--- src/sv/blr_pkg.sv ---
// Package for the bounded record list: sizes, action and status codes,
// and the packed command, result and stored entry types.
// No dependencies; imported by the top level and by the testbench.
`timescale 1ns / 1ps

package blr_pkg;

  // List capacity and width of the assigned ids.
  localparam int DEPTH    = 16;
  localparam int ID_WIDTH = 16;

  // Derived widths: memory address, entry count and id compare width.
  localparam int PTR_W = (DEPTH > 1) ? $clog2(DEPTH) : 1;
  localparam int CNT_W = $clog2(DEPTH + 1);
  localparam int CMP_W = (ID_WIDTH > 16) ? ID_WIDTH : 16;

  // Action codes.
  localparam logic [2:0] ACT_INS_FRONT = 3'd0;
  localparam logic [2:0] ACT_INS_END   = 3'd1;
  localparam logic [2:0] ACT_REMOVE    = 3'd2;
  localparam logic [2:0] ACT_LOOKUP    = 3'd3;
  localparam logic [2:0] ACT_READ      = 3'd4;

  // Status codes.
  localparam logic [2:0] STAT_OK       = 3'd0;
  localparam logic [2:0] STAT_FULL     = 3'd1;
  localparam logic [2:0] STAT_EMPTY    = 3'd2;
  localparam logic [2:0] STAT_NOTFOUND = 3'd3;
  localparam logic [2:0] STAT_BADIDX   = 3'd4;
  localparam logic [2:0] STAT_CANCEL   = 3'd5;

  // One command transaction.
  typedef struct packed {
    logic [2:0]  action;
    logic        confirm;
    logic [15:0] grade;
    logic [31:0] record_tag;
    logic [15:0] key_id;
    logic [3:0]  read_index;
  } cmd_t;

  // One result transaction.
  typedef struct packed {
    logic [2:0]  status;
    logic [15:0] entry_id;
    logic [15:0] entry_grade;
    logic [31:0] entry_tag;
    logic [4:0]  entry_count;
  } res_t;

  // One record as it sits in the entry memory.
  typedef struct packed {
    logic [ID_WIDTH-1:0] id;
    logic [15:0]         grade;
    logic [31:0]         tag;
  } entry_t;

endpackage

--- src/sv/blr_ram.sv ---
// Generic single-port-write, single-port-read RAM with a registered read.
// No dependencies; used for the record storage of the bounded record list.
`timescale 1ns / 1ps

module blr_ram #(
  parameter int WIDTH = 8,
  parameter int DEPTH = 16,
  parameter int AW    = (DEPTH > 1) ? $clog2(DEPTH) : 1
) (
  input  logic             clk_i,
  input  logic             we_i,
  input  logic [AW-1:0]    waddr_i,
  input  logic [WIDTH-1:0] wdata_i,
  input  logic [AW-1:0]    raddr_i,
  output logic [WIDTH-1:0] rdata_o
);

  logic [WIDTH-1:0] mem_q [DEPTH];
  logic [WIDTH-1:0] rdata_q;

  // Write port and registered read port; contents have no reset.
  always_ff @(posedge clk_i) begin
    if (we_i) begin
      mem_q[waddr_i] <= wdata_i;
    end
    rdata_q <= mem_q[raddr_i];
  end

  assign rdata_o = rdata_q;

endmodule

--- src/sv/bounded_record_list.sv ---
// Top level of the bounded record list: sequencer, ring pointers and result register.
// Depends on blr_pkg and on blr_ram for the record storage.
`timescale 1ns / 1ps

// The list is kept as a ring in one record memory with a head pointer, so
// inserts and removes move a pointer instead of shifting entries. A command
// transaction is taken when start is high and busy is low; its result
// appears on result_o for exactly one cycle with done_o high, in the cycle
// after the last cycle of work, and must be captured then. Inserts, appends
// and every command answered from the count alone leave busy low and may
// follow one another in consecutive cycles. Remove and read index pass
// through the read state for the registered read of the record memory.
// Lookup reads one entry per cycle from the front and stops at the first
// match, or after the last held entry when nothing matches. The memory
// needs no clearing after reset; only held entries are ever read.
module bounded_record_list
  import blr_pkg::*;
(
  input  logic clk_i,
  input  logic rst_ni,
  input  logic start,
  output logic busy,
  input  cmd_t cmd_i,
  output logic done_o,
  output res_t result_o
);

  // Sequencer states.
  localparam logic [1:0] S_IDLE = 2'd0;
  localparam logic [1:0] S_READ = 2'd1;
  localparam logic [1:0] S_SCAN = 2'd2;

  localparam int SUM_W = ((PTR_W > CNT_W) ? PTR_W : CNT_W) + 1;
  localparam int IDX_W = (CNT_W > 4) ? CNT_W : 4;

  logic [1:0]          state_q, state_d;
  logic [PTR_W-1:0]    head_q, head_d;
  logic [CNT_W-1:0]    count_q, count_d;
  logic [ID_WIDTH-1:0] next_id_q, next_id_d;
  logic [PTR_W-1:0]    scan_addr_q, scan_addr_d;
  logic [CNT_W-1:0]    scan_idx_q, scan_idx_d;
  logic [15:0]         key_q, key_d;
  logic [2:0]          pend_stat_q, pend_stat_d;
  logic                done_q, done_d;
  res_t                res_q, res_d;

  logic             ram_we;
  logic [PTR_W-1:0] ram_waddr;
  entry_t           ram_wdata;
  logic [PTR_W-1:0] ram_raddr;
  entry_t           ram_rdata;

  logic             accept;
  logic             full;
  logic             empty;
  logic [SUM_W-1:0] tail_sum;
  logic [PTR_W-1:0] tail_ptr;
  logic [SUM_W-1:0] ridx_sum;
  logic [PTR_W-1:0] ridx_ptr;
  logic [PTR_W-1:0] head_dec;
  logic [PTR_W-1:0] head_inc;
  logic [PTR_W-1:0] scan_inc;
  logic             key_hit;

  // Next ring position with wrap at DEPTH.
  function automatic logic [PTR_W-1:0] ptr_inc(input logic [PTR_W-1:0] p);
    logic [PTR_W-1:0] r;
    if (p == PTR_W'(DEPTH - 1)) begin
      r = '0;
    end else begin
      r = p + 1'b1;
    end
    return r;
  endfunction

  // Ring position of head plus an offset below DEPTH.
  function automatic logic [PTR_W-1:0] ptr_wrap(input logic [SUM_W-1:0] s);
    logic [SUM_W-1:0] r;
    if (s >= SUM_W'(DEPTH)) begin
      r = s - SUM_W'(DEPTH);
    end else begin
      r = s;
    end
    return PTR_W'(r);
  endfunction

  assign busy   = (state_q != S_IDLE);
  assign accept = start && !busy;
  assign full   = (count_q == CNT_W'(DEPTH));
  assign empty  = (count_q == '0);

  // Ring addresses for append, front insert, read index and the scan.
  assign tail_sum = SUM_W'(head_q) + SUM_W'(count_q);
  assign tail_ptr = ptr_wrap(tail_sum);
  assign ridx_sum = SUM_W'(head_q) + SUM_W'(cmd_i.read_index);
  assign ridx_ptr = ptr_wrap(ridx_sum);
  assign head_dec = (head_q == '0) ? PTR_W'(DEPTH - 1) : head_q - 1'b1;
  assign head_inc = ptr_inc(head_q);
  assign scan_inc = ptr_inc(scan_addr_q);

  // Lookup compare of the entry that the memory returns this cycle.
  assign key_hit = (CMP_W'(ram_rdata.id) == CMP_W'(key_q));

  // Sequencer: command decode, memory accesses and result formation.
  always_comb begin
    state_d     = state_q;
    head_d      = head_q;
    count_d     = count_q;
    next_id_d   = next_id_q;
    scan_addr_d = scan_addr_q;
    scan_idx_d  = scan_idx_q;
    key_d       = key_q;
    pend_stat_d = pend_stat_q;
    done_d      = 1'b0;
    res_d       = '0;
    ram_we      = 1'b0;
    ram_waddr   = tail_ptr;
    ram_wdata   = '0;
    ram_raddr   = scan_addr_q;

    unique case (state_q)
      S_IDLE: begin
        if (accept) begin
          unique case (cmd_i.action) inside
            ACT_INS_FRONT, ACT_INS_END: begin
              done_d = 1'b1;
              if (full) begin
                res_d.status = STAT_FULL;
              end else begin
                next_id_d      = next_id_q + 1'b1;
                res_d.entry_id = 16'(next_id_d);
                if (!cmd_i.confirm) begin
                  res_d.status = STAT_CANCEL;
                end else begin
                  res_d.status      = STAT_OK;
                  res_d.entry_grade = cmd_i.grade;
                  res_d.entry_tag   = cmd_i.record_tag;
                  ram_we            = 1'b1;
                  ram_wdata.id      = next_id_d;
                  ram_wdata.grade   = cmd_i.grade;
                  ram_wdata.tag     = cmd_i.record_tag;
                  count_d           = count_q + 1'b1;
                  if (cmd_i.action == ACT_INS_FRONT) begin
                    ram_waddr = head_dec;
                    head_d    = head_dec;
                  end else begin
                    ram_waddr = tail_ptr;
                  end
                end
              end
            end
            ACT_REMOVE: begin
              if (empty) begin
                done_d       = 1'b1;
                res_d.status = STAT_EMPTY;
              end else begin
                // Read the front entry; a confirmed remove drops it now.
                ram_raddr = head_q;
                state_d   = S_READ;
                if (cmd_i.confirm) begin
                  pend_stat_d = STAT_OK;
                  head_d      = head_inc;
                  count_d     = count_q - 1'b1;
                end else begin
                  pend_stat_d = STAT_CANCEL;
                end
              end
            end
            ACT_LOOKUP: begin
              if (empty) begin
                done_d       = 1'b1;
                res_d.status = STAT_EMPTY;
              end else begin
                ram_raddr   = head_q;
                scan_addr_d = head_inc;
                scan_idx_d  = '0;
                key_d       = cmd_i.key_id;
                state_d     = S_SCAN;
              end
            end
            ACT_READ: begin
              // Since the count never exceeds DEPTH, an index below the
              // count is always a valid position.
              if (empty) begin
                done_d       = 1'b1;
                res_d.status = STAT_EMPTY;
              end else if (IDX_W'(cmd_i.read_index) >= IDX_W'(count_q)) begin
                done_d       = 1'b1;
                res_d.status = STAT_BADIDX;
              end else begin
                ram_raddr   = ridx_ptr;
                pend_stat_d = STAT_OK;
                state_d     = S_READ;
              end
            end
            default: begin
              done_d       = 1'b1;
              res_d.status = STAT_BADIDX;
            end
          endcase
        end
      end
      S_READ: begin
        done_d            = 1'b1;
        res_d.status      = pend_stat_q;
        res_d.entry_id    = 16'(ram_rdata.id);
        res_d.entry_grade = ram_rdata.grade;
        res_d.entry_tag   = ram_rdata.tag;
        state_d           = S_IDLE;
      end
      S_SCAN: begin
        if (key_hit) begin
          done_d            = 1'b1;
          res_d.status      = STAT_OK;
          res_d.entry_id    = 16'(ram_rdata.id);
          res_d.entry_grade = ram_rdata.grade;
          res_d.entry_tag   = ram_rdata.tag;
          state_d           = S_IDLE;
        end else if (scan_idx_q + 1'b1 == count_q) begin
          done_d       = 1'b1;
          res_d.status = STAT_NOTFOUND;
          state_d      = S_IDLE;
        end else begin
          // Fetch the next entry while the current one is compared.
          ram_raddr   = scan_addr_q;
          scan_addr_d = scan_inc;
          scan_idx_d  = scan_idx_q + 1'b1;
        end
      end
      default: begin
        state_d = S_IDLE;
      end
    endcase

    res_d.entry_count = 5'(count_d);
  end

  // Control registers.
  always_ff @(posedge clk_i or negedge rst_ni) begin
    if (!rst_ni) begin
      state_q   <= S_IDLE;
      head_q    <= '0;
      count_q   <= '0;
      next_id_q <= '0;
      done_q    <= 1'b0;
    end else begin
      state_q   <= state_d;
      head_q    <= head_d;
      count_q   <= count_d;
      next_id_q <= next_id_d;
      done_q    <= done_d;
    end
  end

  // Payload registers.
  always_ff @(posedge clk_i) begin
    scan_addr_q <= scan_addr_d;
    scan_idx_q  <= scan_idx_d;
    key_q       <= key_d;
    pend_stat_q <= pend_stat_d;
    res_q       <= res_d;
  end

  // Record storage.
  blr_ram #(
    .WIDTH ($bits(entry_t)),
    .DEPTH (DEPTH),
    .AW    (PTR_W)
  ) u_ram (
    .clk_i   (clk_i),
    .we_i    (ram_we),
    .waddr_i (ram_waddr),
    .wdata_i (ram_wdata),
    .raddr_i (ram_raddr),
    .rdata_o (ram_rdata)
  );

  assign done_o   = done_q;
  assign result_o = res_q;

endmodule

--- config.mk ---
export PLATFORM = sky130hd
export DESIGN_NAME = bounded_record_list
export DESIGN_NICKNAME = d
export VERILOG_FILES = /design/src/sv/blr_pkg.sv /design/src/sv/blr_ram.sv /design/src/sv/bounded_record_list.sv
export SDC_FILE = /design/constraint.sdc
export NUM_CORES = 1
export LEC_CHECK = 0
export BUFFER_PORTS_ARGS = -buffer_cell sky130_fd_sc_hd__buf_2
export CAP_MARGIN = 15
export CORE_AREA = 2 2 334 336
export DETAILED_ROUTE_END_ITERATION = 12
export DIE_AREA = 0 0 336 338
export SETUP_SLACK_MARGIN = 0.3
export SYNTH_ARGS = -nofsm -noshare
export SYNTH_HDL_FRONTEND = slang
export SYNTH_HIERARCHICAL = 1
export SYNTH_SLANG_ARGS = --single-unit
--- constraint.sdc ---
create_clock -name clk_i -period 8.3 [get_ports clk_i]
set_clock_uncertainty 0.15 [all_clocks]
set_input_delay 0.415 -clock clk_i [delete_from_list [all_inputs] [get_ports clk_i]]
set_output_delay 0.415 -clock clk_i [all_outputs]
set_load 0.03 [all_outputs]
**Word-level counts from Yosys, hierarchy flattened**

Memory sizes are Yosys's and may differ from the RTL's. A register that Yosys moved wholly into a read port is not among the register bits.
Cells that the tools add are included.

- Flip-flop bits (word level): 128
- Input port bits: 75
- Bits in writable memories: 1,024
- ROM bits: 0
- Output and inout bits: 74
- Latch bits: 0
- Memories kept: 1
- Logic and storage cells: 167

Memory list:

| name | depth | width | read ports | clocked after memory_dff | wr ports | line | RTL |
|---|---|---|---|---|---|---|---|
| u_ram.mem_q | 16 | 64 | 1 | 1 | 1 | blr_ram.sv:18 | `logic [WIDTH-1:0] mem_q [DEPTH];` |

- Equality and inequality tests: 29
- $add $sub $neg: 11
- Order comparisons: 3
- Reductions and logical operators: 18
- Multiplexer cells: 89
- Bitwise gates (word level): 2
- Divide/modulo/power cells: 0
- Shift-type cells: 0
- $mul: 0

Operators with widths:

| operator | count |
|---|---|
| 2-to-1 mux 64 bit | 8 |
| case mux 67 bit (3 select lines) | 1 |
| 2-to-1 mux 4 bit | 26 |
| 2-to-1 mux 67 bit | 1 |
| 2-to-1 mux 5 bit | 11 |
| 2-to-1 mux 48 bit | 1 |
| inequality test 2 bit (second input constant) | 12 |
| case mux 4 bit (2 select lines) | 3 |
| 2-to-1 mux 3 bit | 7 |
| 2-to-1 mux 2 bit | 10 |
| case mux 5 bit (2 select lines) | 2 |
| adder 16 x 1 -> 16 bit (second input constant) | 1 |
| == test 16 bit | 1 |
| inequality test 3 bit (second input constant) | 5 |
| 2-to-1 mux 1 bit | 13 |
| AND reduction 6 bit | 2 |
| subtractor 4 x 1 -> 4 bit (second input constant) | 3 |
| adder 5 x 1 -> 5 bit (second input constant) | 2 |
| case mux 3 bit (3 select lines) | 1 |
| adder 4 x 1 -> 4 bit (second input constant) | 2 |
| == test 4 bit (second input constant) | 2 |
| AND reduction 4 bit | 2 |
| AND reduction 8 bit | 1 |
| nonzero test 2 bit | 4 |
| 28 further kinds | 31 |

**Logic depth before layout (Yosys ltp)**

- Depth after elaboration: 9
- Gate-level depth with buffers: 14
- Gate-level depth less buffers: 10

**By module**

The synthesis kept the hierarchy.

Modules (own cells, without submodules):

| module | times used | sequential area each (um2) | cells each | area an instance (um2) |
|---|---|---|---|---|
| blr_ram | 1 | 32,030.7 | 1,647 | 39,581.7 |
| bounded_record_list | 1 | 2,922.8 | 595 | 6,157.2 |

**Least setup slack after synthesis**

OpenSTA, ideal clock, no wires.

- Path kind: reg2reg
- From: reg count_q[1]
- To: mem u_ram/mem_q[0][0] (netlist name), enable pin
- Data required time: 7.585 ns
- Slack: 0.953 ns
- Setup time: 0.565 ns
- Clock period less this slack: 7.347 ns
- Stages on the path, launching flop included: 8
- Path buffers: 0
- Arrival: 6.633 ns
- Cell sequence: dfrtp_1 inv_1 ha_1 and4bb_2 nor4_4 mux2_2 or3b_2 nor3_1

- Word-level cells in the longest chain between the ends: 9

Ends and longest elaborated chain:

| what | line | RTL |
|---|---|---|
| start: declaration | bounded_record_list.sv:38 | `logic [CNT_W-1:0] count_q, count_d;` |
| start signal: assignment | bounded_record_list.sv:249 | `count_q <= count_d;` |
| adder 4 x 5 -> 6 bit | bounded_record_list.sv:93 | `assign tail_sum = SUM_W'(head_q) + SUM_W'(count_q);` |
| greater-or-equal comparator 6 x 5 -> 1 bit / subtractor 4 x 1 -> 4 bit (equally long branches) | bounded_record_list.sv:79, bounded_record_list.sv:80 |  |
| 2-to-1 mux 4 bit | bounded_record_list.sv:79 | `if (s >= SUM_W'(DEPTH)) begin` |
| 2-to-1 mux 4 bit | bounded_record_list.sv:143 | `if (cmd_i.action == ACT_INS_FRONT) begin` |
| 2-to-1 mux 4 bit | bounded_record_list.sv:132 | `if (!cmd_i.confirm) begin` |
| 2-to-1 mux 4 bit | bounded_record_list.sv:127 | `if (full) begin` |
| 2-to-1 mux 4 bit | bounded_record_list.sv:124 | `unique case (cmd_i.action) inside` |
| 2-to-1 mux 4 bit | bounded_record_list.sv:123 | `if (accept) begin` |
| 2-to-1 mux 4 bit * | bounded_record_list.sv:121 | `unique case (state_q)` |
| via ram_waddr[3] | bounded_record_list.sv:48 | `logic [PTR_W-1:0] ram_waddr;` |
| end: declaration | blr_ram.sv:18 |  |

The timed path passes the listed nets; every way through them passes the cells marked *.

**Final worst setup path**

- From: reg count_q[1]
- To: mem u_ram/mem_q[10][30] (netlist name), enable pin

- Word-level cells in the longest chain between the ends: 9

Ends and longest elaborated chain:

| what | line |
|---|---|
| adder 4 x 5 -> 6 bit | bounded_record_list.sv:93 |
| greater-or-equal comparator 6 x 5 -> 1 bit / subtractor 4 x 1 -> 4 bit (equally long branches) | bounded_record_list.sv:79, bounded_record_list.sv:80 |
| 2-to-1 mux 4 bit | bounded_record_list.sv:79 |
| 2-to-1 mux 4 bit | bounded_record_list.sv:143 |
| 2-to-1 mux 4 bit | bounded_record_list.sv:132 |
| 2-to-1 mux 4 bit | bounded_record_list.sv:127 |
| 2-to-1 mux 4 bit | bounded_record_list.sv:124 |
| 2-to-1 mux 4 bit | bounded_record_list.sv:123 |
| 2-to-1 mux 4 bit | bounded_record_list.sv:121 |

Parallel ways exist; a longest one is shown, timed or not.

==> metrics.yaml <==
yosysTopAreaCell: "edfxtp_1"
io_buffers: 148
firstDrtPassIters: 5
fmax_mhz: 186
final_antenna_net_count: 0
synth_seq_cells: 1214
antenna_found_initial: 3
vias_per_cell: 5.52
status: "completed"
drv_slew: 0
hold_viol: 0
fin_setup_tns_ns: 0
rsz0062_at_grt: "no"
root_buffer: "clkbuf_16"
avgSynthCellArea_um2: 20.4
worst_ir_drop_vdd_uv: 481
io_pins: 149
cts_sinks: 1214
synth.top_cells.by_area: "edfxtp_1 69%, mux4_2 13%, dfxtp_1 6.0%"
syn_area_um2: 45700
post-dp-hpwl_um: 55300
critPathTopFamily: "simple AND/OR/NAND/NOR gates"
nets: 2569
synth-seq-area-share_pct: 76.4
die_w_um: 336
critPathMaxFanout: 53
p_int_mw: 12.4
cp_slowest_cell: "nor2_4"
areaGrowthSynthToFinish_pct: 15.9
fin_util_pct: 48.2
timing.rr.start: "count_q[1]"
timing.final.crit_share_pct: 64.8
start_util_pct: 41.6
r2r_cells: 10
drc: 0
clock_latency_ns: 0.74
fill_cells: 8914
core_um2: 110000
p_clk_share_pct: 32.9
row_count: 122
rrSetupSlack_ns: 2.93
yosys-mux-area-fraction_pct: 12.7
synth_top_family_by_area: "multiplexers"
multi_input_comb_area_um2: 10300
grt_pass1_wl_um: 156000
hold_depth: 4
p_seq_share_pct: 41.1
gp_congestion: 0.858
grt-ovfl-total: 0
synth-edff-count: 1050
grt_pass1_vias: 23700
cts-resized-gates: 0
numCtsBuffers: 130
powerDensity_nw_per_um2: 333
synth_compound_area_share_pct: 4.45
cap_violations: 0
vias: 22500
tightest_slew_ns: 1.23
ff_latch_area_um2: 35000
dieArea_um2: 114000
hp-class: "in -> reg"
synth_ff_type: "edfxtp_1"
max_stage_delay_ns: 0.85
wl_per_cell_um: 25.6
min_from: "start"
dieHeight_um: 338
yosysMostFrequentCell: "edfxtp_1"
setup_viol_count_final: 0
arrival_ns: 5.57
maxSlewHeadroom_pct: 18.1
pwr-share-comb_pct: 26.0
synth-xor-area-share_pct: 1.23
holdPathEnd: "result_o[3]"
synth-adder-area-share_pct: 0.580
crit_type: "reg -> reg"
cp.depth: 10
switching_share_pct: 29.5
yosysUniqueCellTypes: 70
clk_pin_slew_ns: 0.05
grt_use_total_pct: 18.7
cts_tree: "built"
netlist_instances: 2242
async_flop_share_pct: 2.31
period_minus_slack_ns: 5.37
wirelength_um: 104000
yosysTopAreaCellShare_pct: 68.9
cp-end-kind: "register"
grt_max_degree: 145
synth_simple_gate_area_share_pct: 3.20
htree_levels: 4
ys_warn_count: 6
clockBufferDepth: 3
crit_buf_inv: 4
r2r_end: "u_ram/mem_q[10][30]"
cp_cell_sequence: "inv_1 -> ha_1 -> and4bb_2 -> nor2_4 -> nand3_1 -> inv_2 -> buf_4 -> nand3b_1 -> nor2_4 -> buf_4"
crit_required_ns: 8.50
p_leak_nw: 18.3
drive_above_1_share_pct: 26.7
drt_iter0_markers: 1830
p_sw_mw: 5.21
synthesis.nets: 2337
ys_top_cells_by_count: "1050 x edfxtp_1, 256 x mux4_2, 136 x dfxtp_1"
start_kind: "register"
[final cells by class]
class / count / area share [%]
diodes: 1 / 0.00472
repair buffers: 215 / 2.78
clock buffers: 179 / 7.07
flip-flops and latches: 1214 / 65.9
inverters: 13 / 0.0921
well taps: 1488 / 3.51
multi-input cells: 900 / 19.4
clock inverters: 62 / 1.16
[worst register-to-register path: stages, from the launching register on]
cell      delay [ns]
dfrtp_1         0.48
inv_1           0.17
ha_1            0.28
and4bb_2        0.32
nor2_4          0.16
nand3_1         0.43
inv_2           0.16
buf_4           0.67
nand3b_1        0.47
nor2_4          0.85
buf_4           0.78
[power groups by stage]
| stage | logic, mW | clock network, mW | registers, mW |
|---|---|---|---|
| 2_1_floorplan | 3.34 | 0 | 7.35 |
| 3_3_place_gp | 4.59 | 0 | 7.38 |
| 3_5_place_dp | 4.63 | 0 | 7.39 |
| 4_1_cts | 4.66 | 5.94 | 7.27 |
| 5_1_grt | 4.95 | 6.18 | 7.30 |
| 6_report | 4.59 | 5.81 | 7.26 |
[stage by stage]
step | hold WS, ns | setup slack (ns) | cells | total power [mW] | area, µm²
after floorplan | -0.0306 | 0.953 | 2242 | 10.7 | 45700
after global placement | 0.262 | 3.06 | 3799 | 12.0 | 48200
after detailed placement | 0.262 | 2.90 | 3803 | 12.0 | 48300
after CTS | 0.0108 | 2.86 | 4063 | 17.9 | 52900
after global routing | 0.0730 | 2.61 | 4071 | 18.4 | 53000
final | 0.0518 | 2.93 | 4072 | 17.7 | 53000
[how the worst max path moves through the flow]
stage | from | endpoint
global route | count_q[1] | u_ram/mem_q[10][35]
global placement | count_q[0] | u_ram/mem_q[10][21]
finish | count_q[1] | u_ram/mem_q[10][30]
floorplan | count_q[1] | u_ram/mem_q[0][0]
CTS | count_q[1] | u_ram/mem_q[10][39]
detailed placement | count_q[1] | u_ram/mem_q[10][20]
[repair_timing]
item | CTS | global route
hold endpoints to repair | 50 | 0
buffers inserted | 0 | 0
hold buffers | 19 | 0
[state kept, by name, indices dropped and copies added, names as in the netlist]
register       count
result_o          72
done_o             1
state_q            2
key_q             16
scan_idx_q         5
u_ram/rdata_o     64
u_ram/mem_q     1024
scan_addr_q        4
pend_stat_q        1
count_q            5
next_id_q         16
head_q             4
[cells in the final DEF (no fill, tap or decap), types with 15 or more instances in the layout]
| cell type | count |
|---|---|
| dfxtp_1 | 136 |
| clkinv_2 | 20 |
| a21o_1 | 55 |
| o2bb2ai_1 | 15 |
| clkinv_1 | 21 |
| mux4_2 | 256 |
| clkbuf_1 | 29 |
| nor2_1 | 38 |
| a22oi_1 | 132 |
| clkbuf_16 | 140 |
| dlygate4sd3_1 | 19 |
| dfrtp_1 | 28 |
| buf_2 | 148 |
| ha_1 | 18 |
| and2_1 | 51 |
| xnor2_1 | 25 |
| nand2_1 | 98 |
| edfxtp_1 | 1050 |
| buf_4 | 35 |
| xor2_1 | 39 |
[cells by family (layout without fill, tap and decap cells)]
logic type / Yosys count / after routing
buf+inv: 128 / 469
compound gates: 270 / 270
other cells: 0 / 1
flops: 1214 / 1214
xor+xnor: 64 / 64
simple gates: 285 / 285
mux: 261 / 261
fa+ha+maj: 20 / 20
[routing by layer]
metal / global-route usage [%] / routed length (µm) / vias to the layer above / share of wire (%)
li1: - / - / 9644 / -
met1: 25.6 / 44900 / 12000 / 43
met2: 30.5 / 51000 / 717 / 49
met3: 3.40 / 6380 / 162 / 6.1
met4: 5.63 / 2100 / 2 / 2.0
met5: 0 / 15 / - / 0.014
No activity file was read; power rests on OpenSTA's default activity.
